`config.mk`:
```
export PLATFORM = sky130hd
export DESIGN_NAME = limit_switch_actuator_sequencer_flat
export DESIGN_NICKNAME = d
export VERILOG_FILES = /design/src/design/lsas_pkg.sv /design/src/design/lsas_if.sv /design/src/design/limit_switch_actuator_sequencer.sv /design/src/flat_wrapper.sv
export SDC_FILE = /design/constraint.sdc
export NUM_CORES = 1
export LEC_CHECK = 0
export BUFFER_PORTS_ARGS = -buffer_cell sky130_fd_sc_hd__buf_2
export CORE_MARGIN = 2
export CORE_UTILIZATION = 41
export DETAILED_ROUTE_END_ITERATION = 8
export GPL_ROUTABILITY_DRIVEN = 0
export GPL_TIMING_DRIVEN = 0
export PLACE_DENSITY = 0.67
export RECOVER_POWER = 100
export SYNTH_ARGS = -nofsm -noshare
export SYNTH_HDL_FRONTEND = slang
export SYNTH_SLANG_ARGS = --single-unit
```
`constraint.sdc`:
```
create_clock -name clk -period 7.8 [get_ports clk]
set_clock_uncertainty 0.2 [all_clocks]
set_input_delay 2.34 -clock clk [delete_from_list [all_inputs] [get_ports clk]]
set_output_delay 2.34 -clock clk [all_outputs]
set_load 0.02 [all_outputs]
```
`src/design/lsas_pkg.sv`:
```
package lsas_pkg;

	localparam int unsigned TIME_W  = 32;
	localparam int unsigned MS_W    = 16;
	localparam int unsigned POWER_W = 7;
	localparam int unsigned CFG_IDX_W  = 3;
	localparam int unsigned CFG_DATA_W = 16;

	typedef enum logic [1:0] {
		CMD_KEEP   = 2'd0,
		CMD_OPEN   = 2'd1,
		CMD_CLOSE  = 2'd2,
		CMD_CANCEL = 2'd3
	} cmd_t;

	typedef enum logic [1:0] {
		REQ_NONE  = 2'd0,
		REQ_OPEN  = 2'd1,
		REQ_CLOSE = 2'd2
	} req_t;

	typedef enum logic [1:0] {
		ACT_NONE = 2'd0,
		ACT_FWD  = 2'd1,
		ACT_BWD  = 2'd2,
		ACT_STOP = 2'd3
	} act_t;

	typedef enum logic [2:0] {
		PH_IDLE    = 3'd0,
		PH_READY   = 3'd1,
		PH_OPENING = 3'd2,
		PH_CLOSING = 3'd3,
		PH_ERROR   = 3'd4
	} phase_t;

	localparam logic [CFG_IDX_W-1:0] CFG_OPEN_WINDOW   = 3'd0;
	localparam logic [CFG_IDX_W-1:0] CFG_CLOSE_TIMEOUT = 3'd1;
	localparam logic [CFG_IDX_W-1:0] CFG_OPEN_RUN      = 3'd2;
	localparam logic [CFG_IDX_W-1:0] CFG_MOTOR_POWER   = 3'd3;
	localparam logic [CFG_IDX_W-1:0] CFG_CLOSED_LEVEL  = 3'd4;

	localparam logic [MS_W-1:0]    OPEN_WINDOW_RST   = 16'd200;
	localparam logic [MS_W-1:0]    CLOSE_TIMEOUT_RST = 16'd1000;
	localparam logic [MS_W-1:0]    OPEN_RUN_RST      = 16'd500;
	localparam logic [POWER_W-1:0] MOTOR_POWER_RST   = 7'd100;
	localparam logic [POWER_W-1:0] POWER_MAX         = 7'd100;

endpackage

```
`src/design/lsas_if.sv`:
```
interface lsas_tick_if;
	logic                               valid;
	logic                               ready;
	lsas_pkg::cmd_t                     cmd;
	logic                               switch_level;
	logic [lsas_pkg::TIME_W-1:0]        now_ms;

	modport source (output valid, cmd, switch_level, now_ms, input ready);
	modport sink   (input valid, cmd, switch_level, now_ms, output ready);
endinterface

interface lsas_result_if;
	logic                               valid;
	logic                               ready;
	lsas_pkg::act_t                     motor_action;
	logic [lsas_pkg::POWER_W-1:0]       drive_power;
	logic [lsas_pkg::MS_W-1:0]          run_limit_ms;
	lsas_pkg::phase_t                   phase;
	lsas_pkg::req_t                     pending_request;

	modport source (output valid, motor_action, drive_power, run_limit_ms, phase,
		pending_request, input ready);
	modport sink   (input valid, motor_action, drive_power, run_limit_ms, phase,
		pending_request, output ready);
endinterface

```
`src/design/limit_switch_actuator_sequencer.sv`:
```
// Lid actuator sequencer, one supervision tick per beat on the tick channel.
// A tick beat carries a command update, the sampled limit switch level and
// the free running millisecond time; each tick gives exactly one beat on the
// result channel with the motor action, its power and run limit, the phase
// after the tick and the pending request.
// Configuration (window, timeout, run limit, power, closed level) is written
// through cfg_we / cfg_idx / cfg_data; the user must write it only while no
// tick is in flight, as the block itself does not enforce this.
// A tick accepted is registered in the input stage, worked on combinationally
// and loaded into the result register, which drives the result channel.
// Throughput: one tick per cycle while the result receiver does not stall;
// the phase, start time and pending request are updated in the same cycle
// the result register is loaded, so the next tick sees them at once.
// Reset puts the block in idle with no pending request, start time zero and
// the configuration at its defaults.
// When the result receiver stalls, the result register holds its beat, the
// input stage holds its tick, and tick.ready drops once both are full.
module limit_switch_actuator_sequencer (
	input  logic                               clk,
	input  logic                               arst_n,
	input  logic                               cfg_we,
	input  logic [lsas_pkg::CFG_IDX_W-1:0]     cfg_idx,
	input  logic [lsas_pkg::CFG_DATA_W-1:0]    cfg_data,
	lsas_tick_if.sink                          tick,
	lsas_result_if.source                      result
);

	// configuration registers
	logic [lsas_pkg::MS_W-1:0]    open_window_q;
	logic [lsas_pkg::MS_W-1:0]    close_timeout_q;
	logic [lsas_pkg::MS_W-1:0]    open_run_q;
	logic [lsas_pkg::POWER_W-1:0] motor_power_q;
	logic                         closed_level_q;

	// sequencer state
	lsas_pkg::phase_t             phase_q;
	logic [lsas_pkg::TIME_W-1:0]  start_q;
	lsas_pkg::req_t               pend_q;

	// input stage
	logic                         valid_s1;
	lsas_pkg::cmd_t               cmd_s1;
	logic                         switch_s1;
	logic [lsas_pkg::TIME_W-1:0]  now_s1;

	// result stage
	logic                         valid_s2;
	lsas_pkg::act_t               action_s2;
	logic [lsas_pkg::POWER_W-1:0] power_s2;
	logic [lsas_pkg::MS_W-1:0]    runlim_s2;
	lsas_pkg::phase_t             phase_s2;
	lsas_pkg::req_t               pend_s2;

	logic                         load_s2;
	logic                         load_s1;

	// next values
	lsas_pkg::req_t               pend_cmd;
	lsas_pkg::req_t               pend_d;
	lsas_pkg::phase_t             phase_d;
	logic                         start_we;
	lsas_pkg::act_t               action_d;
	logic [lsas_pkg::POWER_W-1:0] power_d;
	logic [lsas_pkg::MS_W-1:0]    runlim_d;
	logic [lsas_pkg::POWER_W-1:0] start_power;
	logic [lsas_pkg::TIME_W-1:0]  elapsed;
	logic                         stable;
	logic                         closed;
	logic                         window_done;
	logic                         timeout_done;

	assign load_s2    = !valid_s2 || result.ready;
	assign load_s1    = !valid_s1 || load_s2;
	assign tick.ready = load_s1;

	always_ff @(posedge clk or negedge arst_n) begin
		if (!arst_n) begin
			open_window_q   <= lsas_pkg::OPEN_WINDOW_RST;
			close_timeout_q <= lsas_pkg::CLOSE_TIMEOUT_RST;
			open_run_q      <= lsas_pkg::OPEN_RUN_RST;
			motor_power_q   <= lsas_pkg::MOTOR_POWER_RST;
			closed_level_q  <= 1'b0;
		end else if (cfg_we) begin
			case (cfg_idx)
				lsas_pkg::CFG_OPEN_WINDOW:   open_window_q   <= cfg_data;
				lsas_pkg::CFG_CLOSE_TIMEOUT: close_timeout_q <= cfg_data;
				lsas_pkg::CFG_OPEN_RUN:      open_run_q      <= cfg_data;
				lsas_pkg::CFG_MOTOR_POWER:   motor_power_q   <= cfg_data[lsas_pkg::POWER_W-1:0];
				lsas_pkg::CFG_CLOSED_LEVEL:  closed_level_q  <= cfg_data[0];
				default: ;
			endcase
		end
	end

	always_ff @(posedge clk or negedge arst_n) begin
		if (!arst_n) begin
			valid_s1 <= 1'b0;
		end else if (load_s1) begin
			valid_s1 <= tick.valid;
		end
	end

	always_ff @(posedge clk) begin
		if (load_s1 && tick.valid) begin
			cmd_s1    <= tick.cmd;
			switch_s1 <= tick.switch_level;
			now_s1    <= tick.now_ms;
		end
	end

	assign start_power  = (motor_power_q > lsas_pkg::POWER_MAX) ? lsas_pkg::POWER_MAX
		: motor_power_q;
	assign elapsed      = now_s1 - start_q;
	assign closed       = (switch_s1 == closed_level_q);
	assign stable       = (phase_q == lsas_pkg::PH_IDLE) || (phase_q == lsas_pkg::PH_READY);
	assign window_done  = elapsed >= {{(lsas_pkg::TIME_W-lsas_pkg::MS_W){1'b0}}, open_window_q};
	assign timeout_done = elapsed >= {{(lsas_pkg::TIME_W-lsas_pkg::MS_W){1'b0}}, close_timeout_q};

	always_comb begin
		case (cmd_s1)
			lsas_pkg::CMD_OPEN:   pend_cmd = lsas_pkg::REQ_OPEN;
			lsas_pkg::CMD_CLOSE:  pend_cmd = lsas_pkg::REQ_CLOSE;
			lsas_pkg::CMD_CANCEL: pend_cmd = lsas_pkg::REQ_NONE;
			default:              pend_cmd = pend_q;
		endcase
	end

	always_comb begin
		pend_d   = pend_cmd;
		phase_d  = phase_q;
		start_we = 1'b0;
		action_d = lsas_pkg::ACT_NONE;
		power_d  = '0;
		runlim_d = '0;
		if (stable && pend_cmd == lsas_pkg::REQ_OPEN) begin
			start_we = 1'b1;
			phase_d  = lsas_pkg::PH_OPENING;
			action_d = lsas_pkg::ACT_FWD;
			power_d  = start_power;
			runlim_d = open_run_q;
		end else if (stable && pend_cmd == lsas_pkg::REQ_CLOSE) begin
			// already closed: report ready, the request stays pending
			if (closed) begin
				phase_d = lsas_pkg::PH_READY;
			end else begin
				start_we = 1'b1;
				phase_d  = lsas_pkg::PH_CLOSING;
				action_d = lsas_pkg::ACT_BWD;
				power_d  = start_power;
			end
		end else if (phase_q == lsas_pkg::PH_OPENING) begin
			if (window_done) begin
				action_d = lsas_pkg::ACT_STOP;
				phase_d  = lsas_pkg::PH_IDLE;
				pend_d   = lsas_pkg::REQ_NONE;
			end
		end else if (phase_q == lsas_pkg::PH_CLOSING) begin
			// switch wins over the timeout on the same tick
			if (closed) begin
				action_d = lsas_pkg::ACT_STOP;
				phase_d  = lsas_pkg::PH_READY;
				pend_d   = lsas_pkg::REQ_NONE;
			end else if (timeout_done) begin
				action_d = lsas_pkg::ACT_STOP;
				phase_d  = lsas_pkg::PH_ERROR;
				pend_d   = lsas_pkg::REQ_NONE;
			end
		end
	end

	always_ff @(posedge clk or negedge arst_n) begin
		if (!arst_n) begin
			phase_q  <= lsas_pkg::PH_IDLE;
			start_q  <= '0;
			pend_q   <= lsas_pkg::REQ_NONE;
			valid_s2 <= 1'b0;
		end else if (load_s2) begin
			valid_s2 <= valid_s1;
			if (valid_s1) begin
				phase_q <= phase_d;
				pend_q  <= pend_d;
				if (start_we) begin
					start_q <= now_s1;
				end
			end
		end
	end

	always_ff @(posedge clk) begin
		if (load_s2 && valid_s1) begin
			action_s2 <= action_d;
			power_s2  <= power_d;
			runlim_s2 <= runlim_d;
			phase_s2  <= phase_d;
			pend_s2   <= pend_d;
		end
	end

	assign result.valid           = valid_s2;
	assign result.motor_action    = action_s2;
	assign result.drive_power     = power_s2;
	assign result.run_limit_ms    = runlim_s2;
	assign result.phase           = phase_s2;
	assign result.pending_request = pend_s2;

	// error is left only by reset
	a_error_sticky: assert property (@(posedge clk) disable iff (!arst_n)
		phase_q == lsas_pkg::PH_ERROR |=> phase_q == lsas_pkg::PH_ERROR)
		else $error("error phase was left without reset");

	a_none_no_drive: assert property (@(posedge clk) disable iff (!arst_n)
		valid_s2 && action_s2 == lsas_pkg::ACT_NONE |-> power_s2 == '0 && runlim_s2 == '0)
		else $error("drive values on a beat with no motor action");

	a_stop_clears: assert property (@(posedge clk) disable iff (!arst_n)
		valid_s2 && action_s2 == lsas_pkg::ACT_STOP |-> pend_s2 == lsas_pkg::REQ_NONE)
		else $error("stop beat left a pending request");

	a_fwd_opening: assert property (@(posedge clk) disable iff (!arst_n)
		valid_s2 && action_s2 == lsas_pkg::ACT_FWD |-> phase_s2 == lsas_pkg::PH_OPENING)
		else $error("forward start without opening phase");

	a_stall_only_full: assert property (@(posedge clk) disable iff (!arst_n)
		!tick.ready |-> valid_s1 && valid_s2 && !result.ready)
		else $error("tick channel stalled with room in the pipeline");

endmodule
```
`src/flat_wrapper.sv`:
```
// flat-port wrapper written by rule: the top's interface ports become plain ports
module limit_switch_actuator_sequencer_flat 
  (clk, arst_n, cfg_we, cfg_idx, cfg_data, tick_valid, tick_cmd, tick_switch_level, tick_now_ms, tick_ready, result_valid, result_motor_action, result_drive_power, result_run_limit_ms, result_phase, result_pending_request, result_ready);
  lsas_tick_if tick_i ();
  lsas_result_if result_i ();
  input  logic clk;
  input  logic arst_n;
  input  logic cfg_we;
  input  logic [lsas_pkg::CFG_IDX_W-1:0] cfg_idx;
  input  logic [lsas_pkg::CFG_DATA_W-1:0] cfg_data;
  input wire logic [$bits(tick_i.valid)-1:0] tick_valid;
  input wire logic [$bits(tick_i.cmd)-1:0] tick_cmd;
  input wire logic [$bits(tick_i.switch_level)-1:0] tick_switch_level;
  input wire logic [$bits(tick_i.now_ms)-1:0] tick_now_ms;
  output wire logic [$bits(tick_i.ready)-1:0] tick_ready;
  output wire logic [$bits(result_i.valid)-1:0] result_valid;
  output wire logic [$bits(result_i.motor_action)-1:0] result_motor_action;
  output wire logic [$bits(result_i.drive_power)-1:0] result_drive_power;
  output wire logic [$bits(result_i.run_limit_ms)-1:0] result_run_limit_ms;
  output wire logic [$bits(result_i.phase)-1:0] result_phase;
  output wire logic [$bits(result_i.pending_request)-1:0] result_pending_request;
  input wire logic [$bits(result_i.ready)-1:0] result_ready;
  assign tick_i.valid = tick_valid;
  assign tick_i.cmd = tick_cmd;
  assign tick_i.switch_level = tick_switch_level;
  assign tick_i.now_ms = tick_now_ms;
  assign tick_ready = tick_i.ready;
  assign result_valid = result_i.valid;
  assign result_motor_action = result_i.motor_action;
  assign result_drive_power = result_i.drive_power;
  assign result_run_limit_ms = result_i.run_limit_ms;
  assign result_phase = result_i.phase;
  assign result_pending_request = result_i.pending_request;
  assign result_i.ready = result_ready;
  limit_switch_actuator_sequencer u_core (.clk(clk), .arst_n(arst_n), .cfg_we(cfg_we), .cfg_idx(cfg_idx), .cfg_data(cfg_data), .tick(tick_i), .result(result_i));
endmodule
```
==> results of run 1 <==
-- cell usage in the layout, fill, tap and decap left out, drive strengths merged, types with 7 or more instances in the layout --
cell and n:
nor3 8, mux2 28, nand2 104, dfrtp 77, and2 24, nor2b 9
edfxtp 65, a21oi 49, a21o 15, nand2b 9, dfstp 18, xnor2 14
inv 85, nor2 40, o21ai 87, xor2 11, buf 68, nand4 13
o211ai 7, a31oi 9, clkbuf 71, ha 63, o21a 10, nand3 9
-- power by group through the flow --
stage	combinational, uW	clock (uW)	sequential [uW]
after global placement	1710	0	1170
after detailed placement	1760	0	1170
final	1760	867	1160
after global routing	2020	919	1180
after CTS	1770	887	1160
after floorplan	1350	0	1180
-- registers in the layout, indices dropped and copies added, names as in the netlist, 7 cells and up --
register and flops:
u_core.close_timeout_q 16, u_core.now_s1 32, u_core.motor_power_q 7, u_core.result.run_limit_ms 16, u_core.result.drive_power 7, u_core.open_window_q 16
u_core.open_run_q 16, u_core.start_q 32
-- final timing paths --
path                             startpoint                             to  slack [ns]  depth (start not counted)
hold / removal              u_core.valid_s1            u_core.result.valid        0.28                          1
min in group asynchronous            arst_n            u_core.result.valid        2.57                          1
hold reg to reg             u_core.valid_s1            u_core.result.valid        0.28                          1
setup reg to reg           u_core.now_s1[0]  u_core.result.motor_action[1]        3.18                         19
max in group asynchronous            arst_n              u_core.start_q[7]        3.25                          1
setup / recovery               result_ready                     tick_ready        2.44                          3
-- routing by layer --
layer | GRT usage, % | up-vias | part of all wire (%)
met2 | 26.34 | 149 | 46
li1 | - | 3160 | -
met5 | 0 | - | 0
met3 | 3.303 | 18 | 4.2
met4 | 5.524 | 0 | 1.8
met1 | 22.98 | 2891 | 48
-- worst max-delay path, delay by kind of cell --
kind,cells,cell delay (ns)
buffers and inverters,2,0.29
and+or+nand+nor,1,0.19
-- area by class of cell --
| class | instances | area, um^2 | area share, % |
|---|---|---|---|
| plain buffers | 31 | 145.1 | 1.449 |
| inverters | 76 | 285.3 | 2.849 |
| repair buffers | 91 | 434.2 | 4.335 |
| flip-flops and latches | 160 | 4352 | 43.45 |
| clock inverters | 15 | 202.7 | 2.024 |
| clock buffers | 17 | 425.4 | 4.248 |
| well taps | 275 | 344.1 | 3.436 |
| multi-input cells | 566 | 3826 | 38.21 |
-- logic make-up after synthesis --
kind of cell / Yosys count / synth area share [%]
DFF: 160 / 50.42
adders and majority gates: 64 / 9.365
buffers and inverters: 107 / 4.987
muxes: 31 / 4.001
and+or+nand+nor: 235 / 12.93
AOI/OAI and AO/OA: 211 / 15.67
xor gates and xnor gates: 25 / 2.624
-- stage by stage --
| stage | power, uW | cells |
|---|---|---|
| floorplan | 2527 | 833 |
| global placement | 2876 | 1198 |
| detailed placement | 2932 | 1199 |
| CTS | 3819 | 1231 |
| global route | 4116 | 1231 |
| finish | 3783 | 1231 |
==> impl_metrics.csv, run 1 <==
group,metric,value,unit
sta,worst_slack,2.438,ns
critical_path,path_class,"in2out",
pwr,clkPwrFrac,22.9,%
sta,layout_min_cycle_time,5.362,ns
global_routing,grt_max_degree,50,
synth,synth.area.top_cells,"edfxtp_1, dfrtp_1, ha_1",
floorplanning,rows,53,
pwr,leakagePower,0.004242,uW
synth,yosys_most_used_dff,"dfrtp_1",
synth,synth_top_area_cell,"edfxtp_1",
drt,route.detailed.drc,0,
global_routing,grt_usage,16.63,%
sta,whs,0.2792,ns
sta,rsz0062_at_grt,"false",
synth,yosysMostFrequentCell,"nand2_1",
clock_network,cts_resized,0,
drt,viasPerCell,5.051,
synth,synth_edf_count,65,
drt,routed_wl,17.53,mm
clock_network,cts.sinks,160,
global_routing,grt.overflow.total,0,
cells_and_area,nets,1066,
floorplanning,die_w,149.1,um
sta,tns,0,ns
critical_path,cp-start-kind,"input pin",
floorplanning,dieArea,0.02223,mm^2
cells_and_area,fill_cells,1953,
global_routing,grt_pass1_wl,29.46,mm
synth,synth_cell_type_count,69,
sta,setup_viol,0,
synth,yosys_warnings,0,
synth,synth_commonest_cells,"nand2_1, o21ai_0, dfrtp_1",
cells_and_area,syn2layout_area_growth,16.03,%
sta,worst_pin_slew,2.752,ns
drt,wire_per_inst,14.24,um
floorplanning,core-area,0.02082,mm^2
cells_and_area,finalInstanceArea,0.01001,mm^2
clock_network,clock_path_buffers,2,
drt,drt_iter0_drc,400,
critical_path,crit_slowest_cell,"nand3b_1",
clock_network,cts.reportedPaths.clkPinSlew,0.06,ns
pwr,switchingPower,1505,uW
pwr,power_frac_seq,30.6,%
clock_network,clk_latency,0.43,ns
place,port-buffer-count,90,
clock_network,cts_tree,"yes",
drt,drt_first_pass_iters,5,
pwr,comb_power_share,46.5,%
synth,ys_ff_latch,160,
critical_path,crit_chain,"buf_2 > nand3b_1 > clkbuf_1",
synth,syn-num-nets,956,
pwr,internal_power,2277,uW
critical_path,required,5.26,ns
critical_path,max_stage_delay,0.19,ns
synth,netlist_instances,833,
critical_path,arrival,2.82,ns
critical_path,path_max_fanout,3,
sta,slew_headroom,-83.43,%
place,place_area,0.009458,mm^2
global_routing,antenna_found_initial,0,
critical_path,critPathCaptureType,"output pin",
clock_network,cts_max_level,4,
drt,vias,6218,
cells_and_area,drive_above_1_share,17.05,%
hold_path,hp-class,"reg2reg",
clock_network,cts_hold_buf,0,
pwr,p_per_area,377.7,mW/mm^2
cells_and_area,fin_util,48.10,%
sta,final_max_slew_viol_count,123,
synth,synthesis.area,0.008631,mm^2
clock_network,cts_setup_buffers,0,
synth,async_flop_share,59.38,%
drt,antenna_left,0,
flow_run,cap_violations,3,
sta,fmax,186.5,MHz
place,hpwl,13.18,mm
floorplanning,initial_core_util,41.45,%
global_routing,grt_pass1_vias,6037,
floorplanning,ioPinCount,91,
synth,synth_area_per_cell,10.36,um^2
run_status,status,"complete, but fails checks",
place,place_ws,2.455,ns
sta,hold_viol,0,
pwr,switching_share,39.80,%
run_status,violations,"max-capacitance violations, max-slew violations",
clock_network,cts_root_buf,"clkbuf_16",
pwr,power.ir.vdd_worst,145.6,uV
cells_and_area,diodes,0,
synth,seq_area_frac_synth,50.42,%
floorplanning,fp.dieH,149.1,um
clock_network,numCtsBuffers,17,
synth,yosys.area.top_type_share,22.62,%
sta,fin_crit_sh,68.74,%
(Power assumes the default switching activity.)
==> run 2: changes to the inputs <==
--- a/config.mk
+++ b/config.mk
@@ -5,6 +5,7 @@
 export SDC_FILE = /design/constraint.sdc
 export NUM_CORES = 1
 export LEC_CHECK = 0
+export ABC_AREA = 1
 export BUFFER_PORTS_ARGS = -buffer_cell sky130_fd_sc_hd__buf_2
 export CORE_MARGIN = 2
 export CORE_UTILIZATION = 41
==> constraint.sdc (replaced) <==
create_clock -name clk -period 5.25 [get_ports clk]
set_clock_uncertainty 0.2 [all_clocks]
set_input_delay 1.575 -clock clk [delete_from_list [all_inputs] [get_ports clk]]
set_output_delay 1.575 -clock clk [all_outputs]
set_load 0.02 [all_outputs]
==> impl_metrics.csv, run 2 <==
group,metric,value,unit
run_status,status,"complete, but fails checks",
run_status,violations,"max-capacitance violations, max-slew violations",
synth,syn-num-nets,1284,
floorplanning,initial_core_util,42.00,%
sta,hold_viol,0,
global_routing,antenna_found_initial,0,
pwr,total_power,3636,uW
sta,fin_crit_sh,76.92,%
pwr,power_frac_seq,42.4,%
pwr,switching_share,33.63,%
hold_path,hp-class,"reg2reg",
cells_and_area,fill_cells,2189,
global_routing,grt_usage,18.06,%
cells_and_area,layout.cells.most_common_list,"nand2_1, inv_1, o21ai_0",
drt,drt_iter0_drc,475,
floorplanning,dieArea,0.02364,mm^2
global_routing,grt.overflow.total,0,
drt,wire_per_inst,13.15,um
floorplanning,core-area,0.02189,mm^2
pwr,internal_power,2413,uW
place,port-buffer-count,90,
synth,yosys.area.top_type_share,21.23,%
clock_network,cts_tree,"yes",
clock_network,numCtsBuffers,17,
pwr,leakagePower,0.005332,uW
cells_and_area,reg_top3,"u_core.now_s1 x32, u_core.start_q x32",
place,placedCellCount,1532,
critical_path,path_max_fanout,34,
critical_path,critPathCaptureType,"flop",
synth,synthesis.area,0.009195,mm^2
place,place_area,0.01003,mm^2
critical_path,required,5.40,ns
clock_network,cts_setup_buffers,0,
sta,layout_min_cycle_time,4.038,ns
drt,route.detailed.drc,0,
clock_network,cts_root_buf,"clkbuf_16",
clock_network,cts.reportedPaths.clkPinSlew,0.07,ns
sta,worst_slack,1.212,ns
synth,synthAdderAreaFrac,8.790,%
cells_and_area,stdcell_count,1564,
sta,fmax,247.6,MHz
sta,setup_viol,0,
drt,routed_wl,20.57,mm
critical_path,cp-start-kind,"input pin",
synth,synth_commonest_cells,"nand2_1, inv_1, o21ai_0",
synth,synth_top_area_cell,"edfxtp_1",
pwr,power.ir.vdd_worst,186.6,uV
synth,seq_area_frac_synth,47.33,%
synth,synth_compound_area_share,8.124,%
clock_network,cts_resized,0,
global_routing,grt_pass1_vias,7093,
synth,async_flop_share,59.38,%
sta,whs,0.2775,ns
synth,synth.area.mux_share,0,%
clock_network,clk_latency,0.45,ns
global_routing,grt_pass1_wl,34.54,mm
pwr,comb_power_share,22.3,%
sta,slew_headroom,-17.87,%
cells_and_area,mostFrequentLayoutCell,"nand2_1",
sta,worst_pin_slew,1.768,ns
synth,synthSimpleGateAreaFrac,23.95,%
pwr,switchingPower,1223,uW
cells_and_area,finalInstanceArea,0.01058,mm^2
pwr,p_per_area,343.8,mW/mm^2
synth,yosys_most_used_dff,"dfrtp_1",
cells_and_area,diodes,0,
drt,antenna_left,0,
floorplanning,die_w,153.8,um
synth,netlist_instances,1161,
floorplanning,ioPinCount,91,
cells_and_area,drive_above_1_share,10.75,%
synth,synth_edf_count,65,
synth,ys_ff_latch,160,
drt,vias,7463,
clock_network,cts_max_level,4,
pwr,clkPwrFrac,35.4,%
synth,synth.area.top_cells,"edfxtp_1, dfrtp_1, nand2_1",
synth,synth_cell_type_count,37,
clock_network,cts.sinks,160,
critical_path,arrival,4.19,ns
cells_and_area,syn2layout_area_growth,15.04,%
synth,synth_area_per_cell,7.920,um^2
critical_path,path_class,"in2reg",
clock_network,cts_hold_buf,0,
place,place_ws,0.8248,ns
clock_network,clock_path_buffers,2,
synth,yosysMostFrequentCell,"nand2_1",
synth,synth-xor-area-share,1.524,%
synth,yosys_warnings,0,
floorplanning,rows,54,
flow_run,cap_violations,2,
drt,drt_first_pass_iters,5,
floorplanning,fp.dieH,153.8,um
synth,synth_top_family_by_area,"simple AND/OR/NAND/NOR gates",
drt,viasPerCell,4.772,
sta,rsz0062_at_grt,"false",
cells_and_area,nets,1394,
global_routing,grt_max_degree,73,
sta,final_max_slew_viol_count,109,
place,hpwl,15.74,mm
## run 2: cell count changes after synthesis, sizes merged, moves of 12 or more
cell,delta
mux2,-28
nand2,+261
nor2,+47
and2,-23
nand3,+35
inv,+157
a21oi,-14
xnor2,-12
a21o,-14
## run 2: layout make-up
| class | instances | area, um^2 | share of cell area, % |
|---|---|---|---|
| multi-input combinational | 750 | 3892 | 36.80 |
| timing repair buffer | 91 | 406.6 | 3.844 |
| buffer | 17 | 66.31 | 0.6269 |
| clock inverter | 15 | 206.4 | 1.952 |
| clock buffer | 17 | 425.4 | 4.022 |
| sequential | 160 | 4352 | 41.14 |
| tap | 280 | 350.3 | 3.312 |
| inverter | 234 | 878.3 | 8.304 |
## run 2: metal layers
layer	up-vias	track usage [%]	wire length [um]
li1	3855	-	-
met1	3434	25.83	10060
met2	156	28.47	9194
met3	18	2.762	1014
met4	0	5.417	293
met5	-	0	0
## run 2: logic make-up (layout without fill, tap and decap cells)
family	count (synthesis)	after routing
buffers and inverters	251	374
AO/OA/AOI/OAI	142	142
adder cells (fa/ha/maj)	64	64
XOR/XNOR	16	16
flip-flops	160	160
AND/OR/NAND/NOR	528	528
## run 2: per-stage QoR
stage / setup TNS, ns / util, %
floorplan: 0 / -
global placement: -18.42 / 45.66
detailed placement: 0 / 45.83
CTS: 0 / 48.72
global route: 0 / 48.32
finish: 0 / 48.32
## run 2: worst paths after layout
kind	start	to	slack, ns	cells after the start
max	result_ready	u_core.start_q[22]	1.21	8
min	u_core.pend_q[1]	u_core.pend_q[1]	0.28	2
max reg2reg	u_core.now_s1[3]	u_core.result.motor_action[1]	1.25	18
min reg2reg	u_core.pend_q[1]	u_core.pend_q[1]	0.28	2
max in group asynchronous	arst_n	u_core.motor_power_q[1]	1.22	2
min in group asynchronous	arst_n	u_core.start_q[9]	1.24	1
## run 2: worst max-delay path, cell delays in order
cell and delay [ns]:
buf_2 0.09, nor2_1 0.07, nor2_4 0.71, inv_1 0.27, nor2_1 0.71, clkbuf_1 0.53, nand2_1 0.10, o21ai_0 0.10
## run 2: power groups by stage
stage               Sequential (uW)  Clock [uW]  Combinational, uW
finish                         1540        1290                810
global route                   1560        1370                946
CTS                            1540        1320                823
detailed placement             1560           0                817
global placement               1560           0                788
floorplan                      1570           0                569
==> run 3: changes to the inputs <==
==> constraint.sdc (replaced) <==
create_clock -name clk -period 3.8 [get_ports clk]
set_clock_uncertainty 0.2 [all_clocks]
set_input_delay 1.14 -clock clk [delete_from_list [all_inputs] [get_ports clk]]
set_output_delay 1.14 -clock clk [all_outputs]
set_load 0.02 [all_outputs]
==> impl_metrics.csv, run 3 (synthesized netlist as in run 2, its figures left out) <==
group,metric,value,unit
run_status,status,"complete, but fails checks",
run_status,violations,"max-capacitance violations, max-slew violations",
drt,routed_wl,21.31,mm
sta,hold_viol,0,
sta,setup_viol,0,
critical_path,cp-start-kind,"flop",
cells_and_area,mostFrequentLayoutCell,"nand2_1",
drt,drt_iter0_drc,436,
clock_network,cts_root_buf,"clkbuf_16",
cells_and_area,fill_cells,2152,
pwr,leakagePower,0.005379,uW
cells_and_area,fin_util,49.64,%
global_routing,grt.overflow.total,0,
clock_network,clk_latency,0.44,ns
sta,rsz0062_at_grt,"true",
sta,fmax,270.4,MHz
cells_and_area,diodes,0,
critical_path,critPathCaptureType,"flop",
cells_and_area,layout.cells.most_common_list,"nand2_1, inv_1, o21ai_0",
clock_network,cts_tree,"yes",
drt,antenna_left,0,
floorplanning,rows,54,
critical_path,required,3.79,ns
global_routing,grt_max_degree,72,
clock_network,numCtsBuffers,17,
clock_network,cts_hold_buf,0,
clock_network,cts.reportedPaths.clkPinSlew,0.07,ns
drt,viasPerCell,4.779,
global_routing,grt_pass1_wl,34.76,mm
sta,worst_pin_slew,1.576,ns
hold_path,hp-class,"reg2reg",
sta,worst_slack,0.1018,ns
flow_run,cap_violations,2,
sta,final_max_slew_viol_count,54,
cells_and_area,drive_above_1_share,14.09,%
critical_path,path_max_fanout,5,
cells_and_area,syn2layout_area_growth,18.18,%
floorplanning,die_w,153.8,um
sta,fin_crit_sh,97.32,%
pwr,power.ir.vdd_worst,256.6,uV
clock_network,clock_path_buffers,2,
place,hpwl,15.78,mm
clock_network,cts.sinks,160,
drt,drt_first_pass_iters,7,
cells_and_area,reg_top3,"u_core.now_s1 x32, u_core.start_q x32",
floorplanning,dieArea,0.02364,mm^2
cells_and_area,nets,1402,
global_routing,grt_pass1_vias,7071,
place,port-buffer-count,90,
critical_path,arrival,3.68,ns
critical_path,rrSetupSlack,0.10,ns
floorplanning,fp.dieH,153.8,um
drt,route.detailed.drc,0,
sta,layout_min_cycle_time,3.698,ns
floorplanning,ioPinCount,91,
pwr,p_per_area,466.2,mW/mm^2
place,place_ws,-0.2054,ns
drt,vias,7513,
clock_network,cts_max_level,4,
sta,slew_headroom,-5.439,%
drt,wire_per_inst,13.55,um
floorplanning,core-area,0.02189,mm^2
global_routing,grt_usage,18.26,%
critical_path,path_class,"reg2reg",
floorplanning,initial_core_util,42.00,%
global_routing,antenna_found_initial,0,
==> run 3: changes by cell type in the layout (fill, tap and decap cells not counted), sizes merged <==
cell / previous run / this run
clkinvlp: 0 / 1
clkbuf: 72 / 69
clkinv: 10 / 9
buf: 53 / 63
nor2: 87 / 88
==> run 3: final timing paths <==
path / from / end / cells past startpoint
setup / recovery: u_core.now_s1[6] / u_core.result.motor_action[1] / 16
max in group asynchronous: arst_n / u_core.close_timeout_q[11] / 2
min in group asynchronous: arst_n / u_core.start_q[20] / 1
hold / removal: u_core.open_window_q[13] / u_core.open_window_q[13] / 2
setup reg to reg: u_core.now_s1[6] / u_core.result.motor_action[1] / 16
hold reg to reg: u_core.open_window_q[13] / u_core.open_window_q[13] / 2
==> run 3: through the flow <==
stage | total power [uW] | setup TNS, ns | area (um^2) | cells | hold WS, ns
after floorplan | 2958 | 0 | 9198 | 1161 | 0.2442
after global placement | 3245 | -19.68 | 9998 | 1531 | 0.2673
after detailed placement | 3287 | -4.431 | 10030 | 1532 | 0.2735
after CTS | 5050 | 0 | 10650 | 1564 | 0.2935
after global routing | 5407 | -0.09027 | 10870 | 1572 | 0.3105
final | 5067 | 0 | 10870 | 1572 | 0.2879
==> run 3: final cells by class <==
cell class | instances | area, um^2 | share of cell area, %
Sequential cell | 160 | 4352 | 40.05
Multi-Input combinational cell | 751 | 4139 | 38.09
Inverter | 234 | 878.3 | 8.083
Timing Repair Buffer | 98 | 464.2 | 4.272
Clock buffer | 17 | 425.4 | 3.915
Tap cell | 280 | 350.3 | 3.224
Clock inverter | 15 | 190.2 | 1.750
Buffer | 17 | 67.56 | 0.6218
==> run 3: layer usage <==
layer / part of all wire, % / GRT usage, %
met1: 50 / 26.29
met2: 45 / 28.61
met3: 4.1 / 3.439
met4: 1.3 / 4.412
met5: 0 / 0
==> run 3: report_power, final <==
part,total (uW),internal (uW),switching [uW]
clock network,1740,895,847
registers,2130,2030,102
logic,1190,432,759
total,5070,3360,1710
==> run 3: what timing repair did <==
action | 4_1_cts | 5_1_grt
hold endpoints to repair | 0 | 0
gates resized for setup | 0 | 40
endpoints found under the setup margin | 0 | 10
buffers inserted | 0 | 7
==> run 3: worst max-delay path, stage by stage, from the launching register on <==
cell and delay (ns):
edfxtp_1 0.46, ha_4 0.34, nand2_1 0.11, nor2_2 0.16, nand3_1 0.10, nand3b_1 0.19, xor2_2 0.25, ha_1 0.29
a21oi_1 0.15, nor3_1 0.07, a211oi_1 0.16, nand2_1 0.13, a21oi_2 0.15, nand3_2 0.15, o21ai_4 0.23, nand2_2 0.11
or2_1 0.21
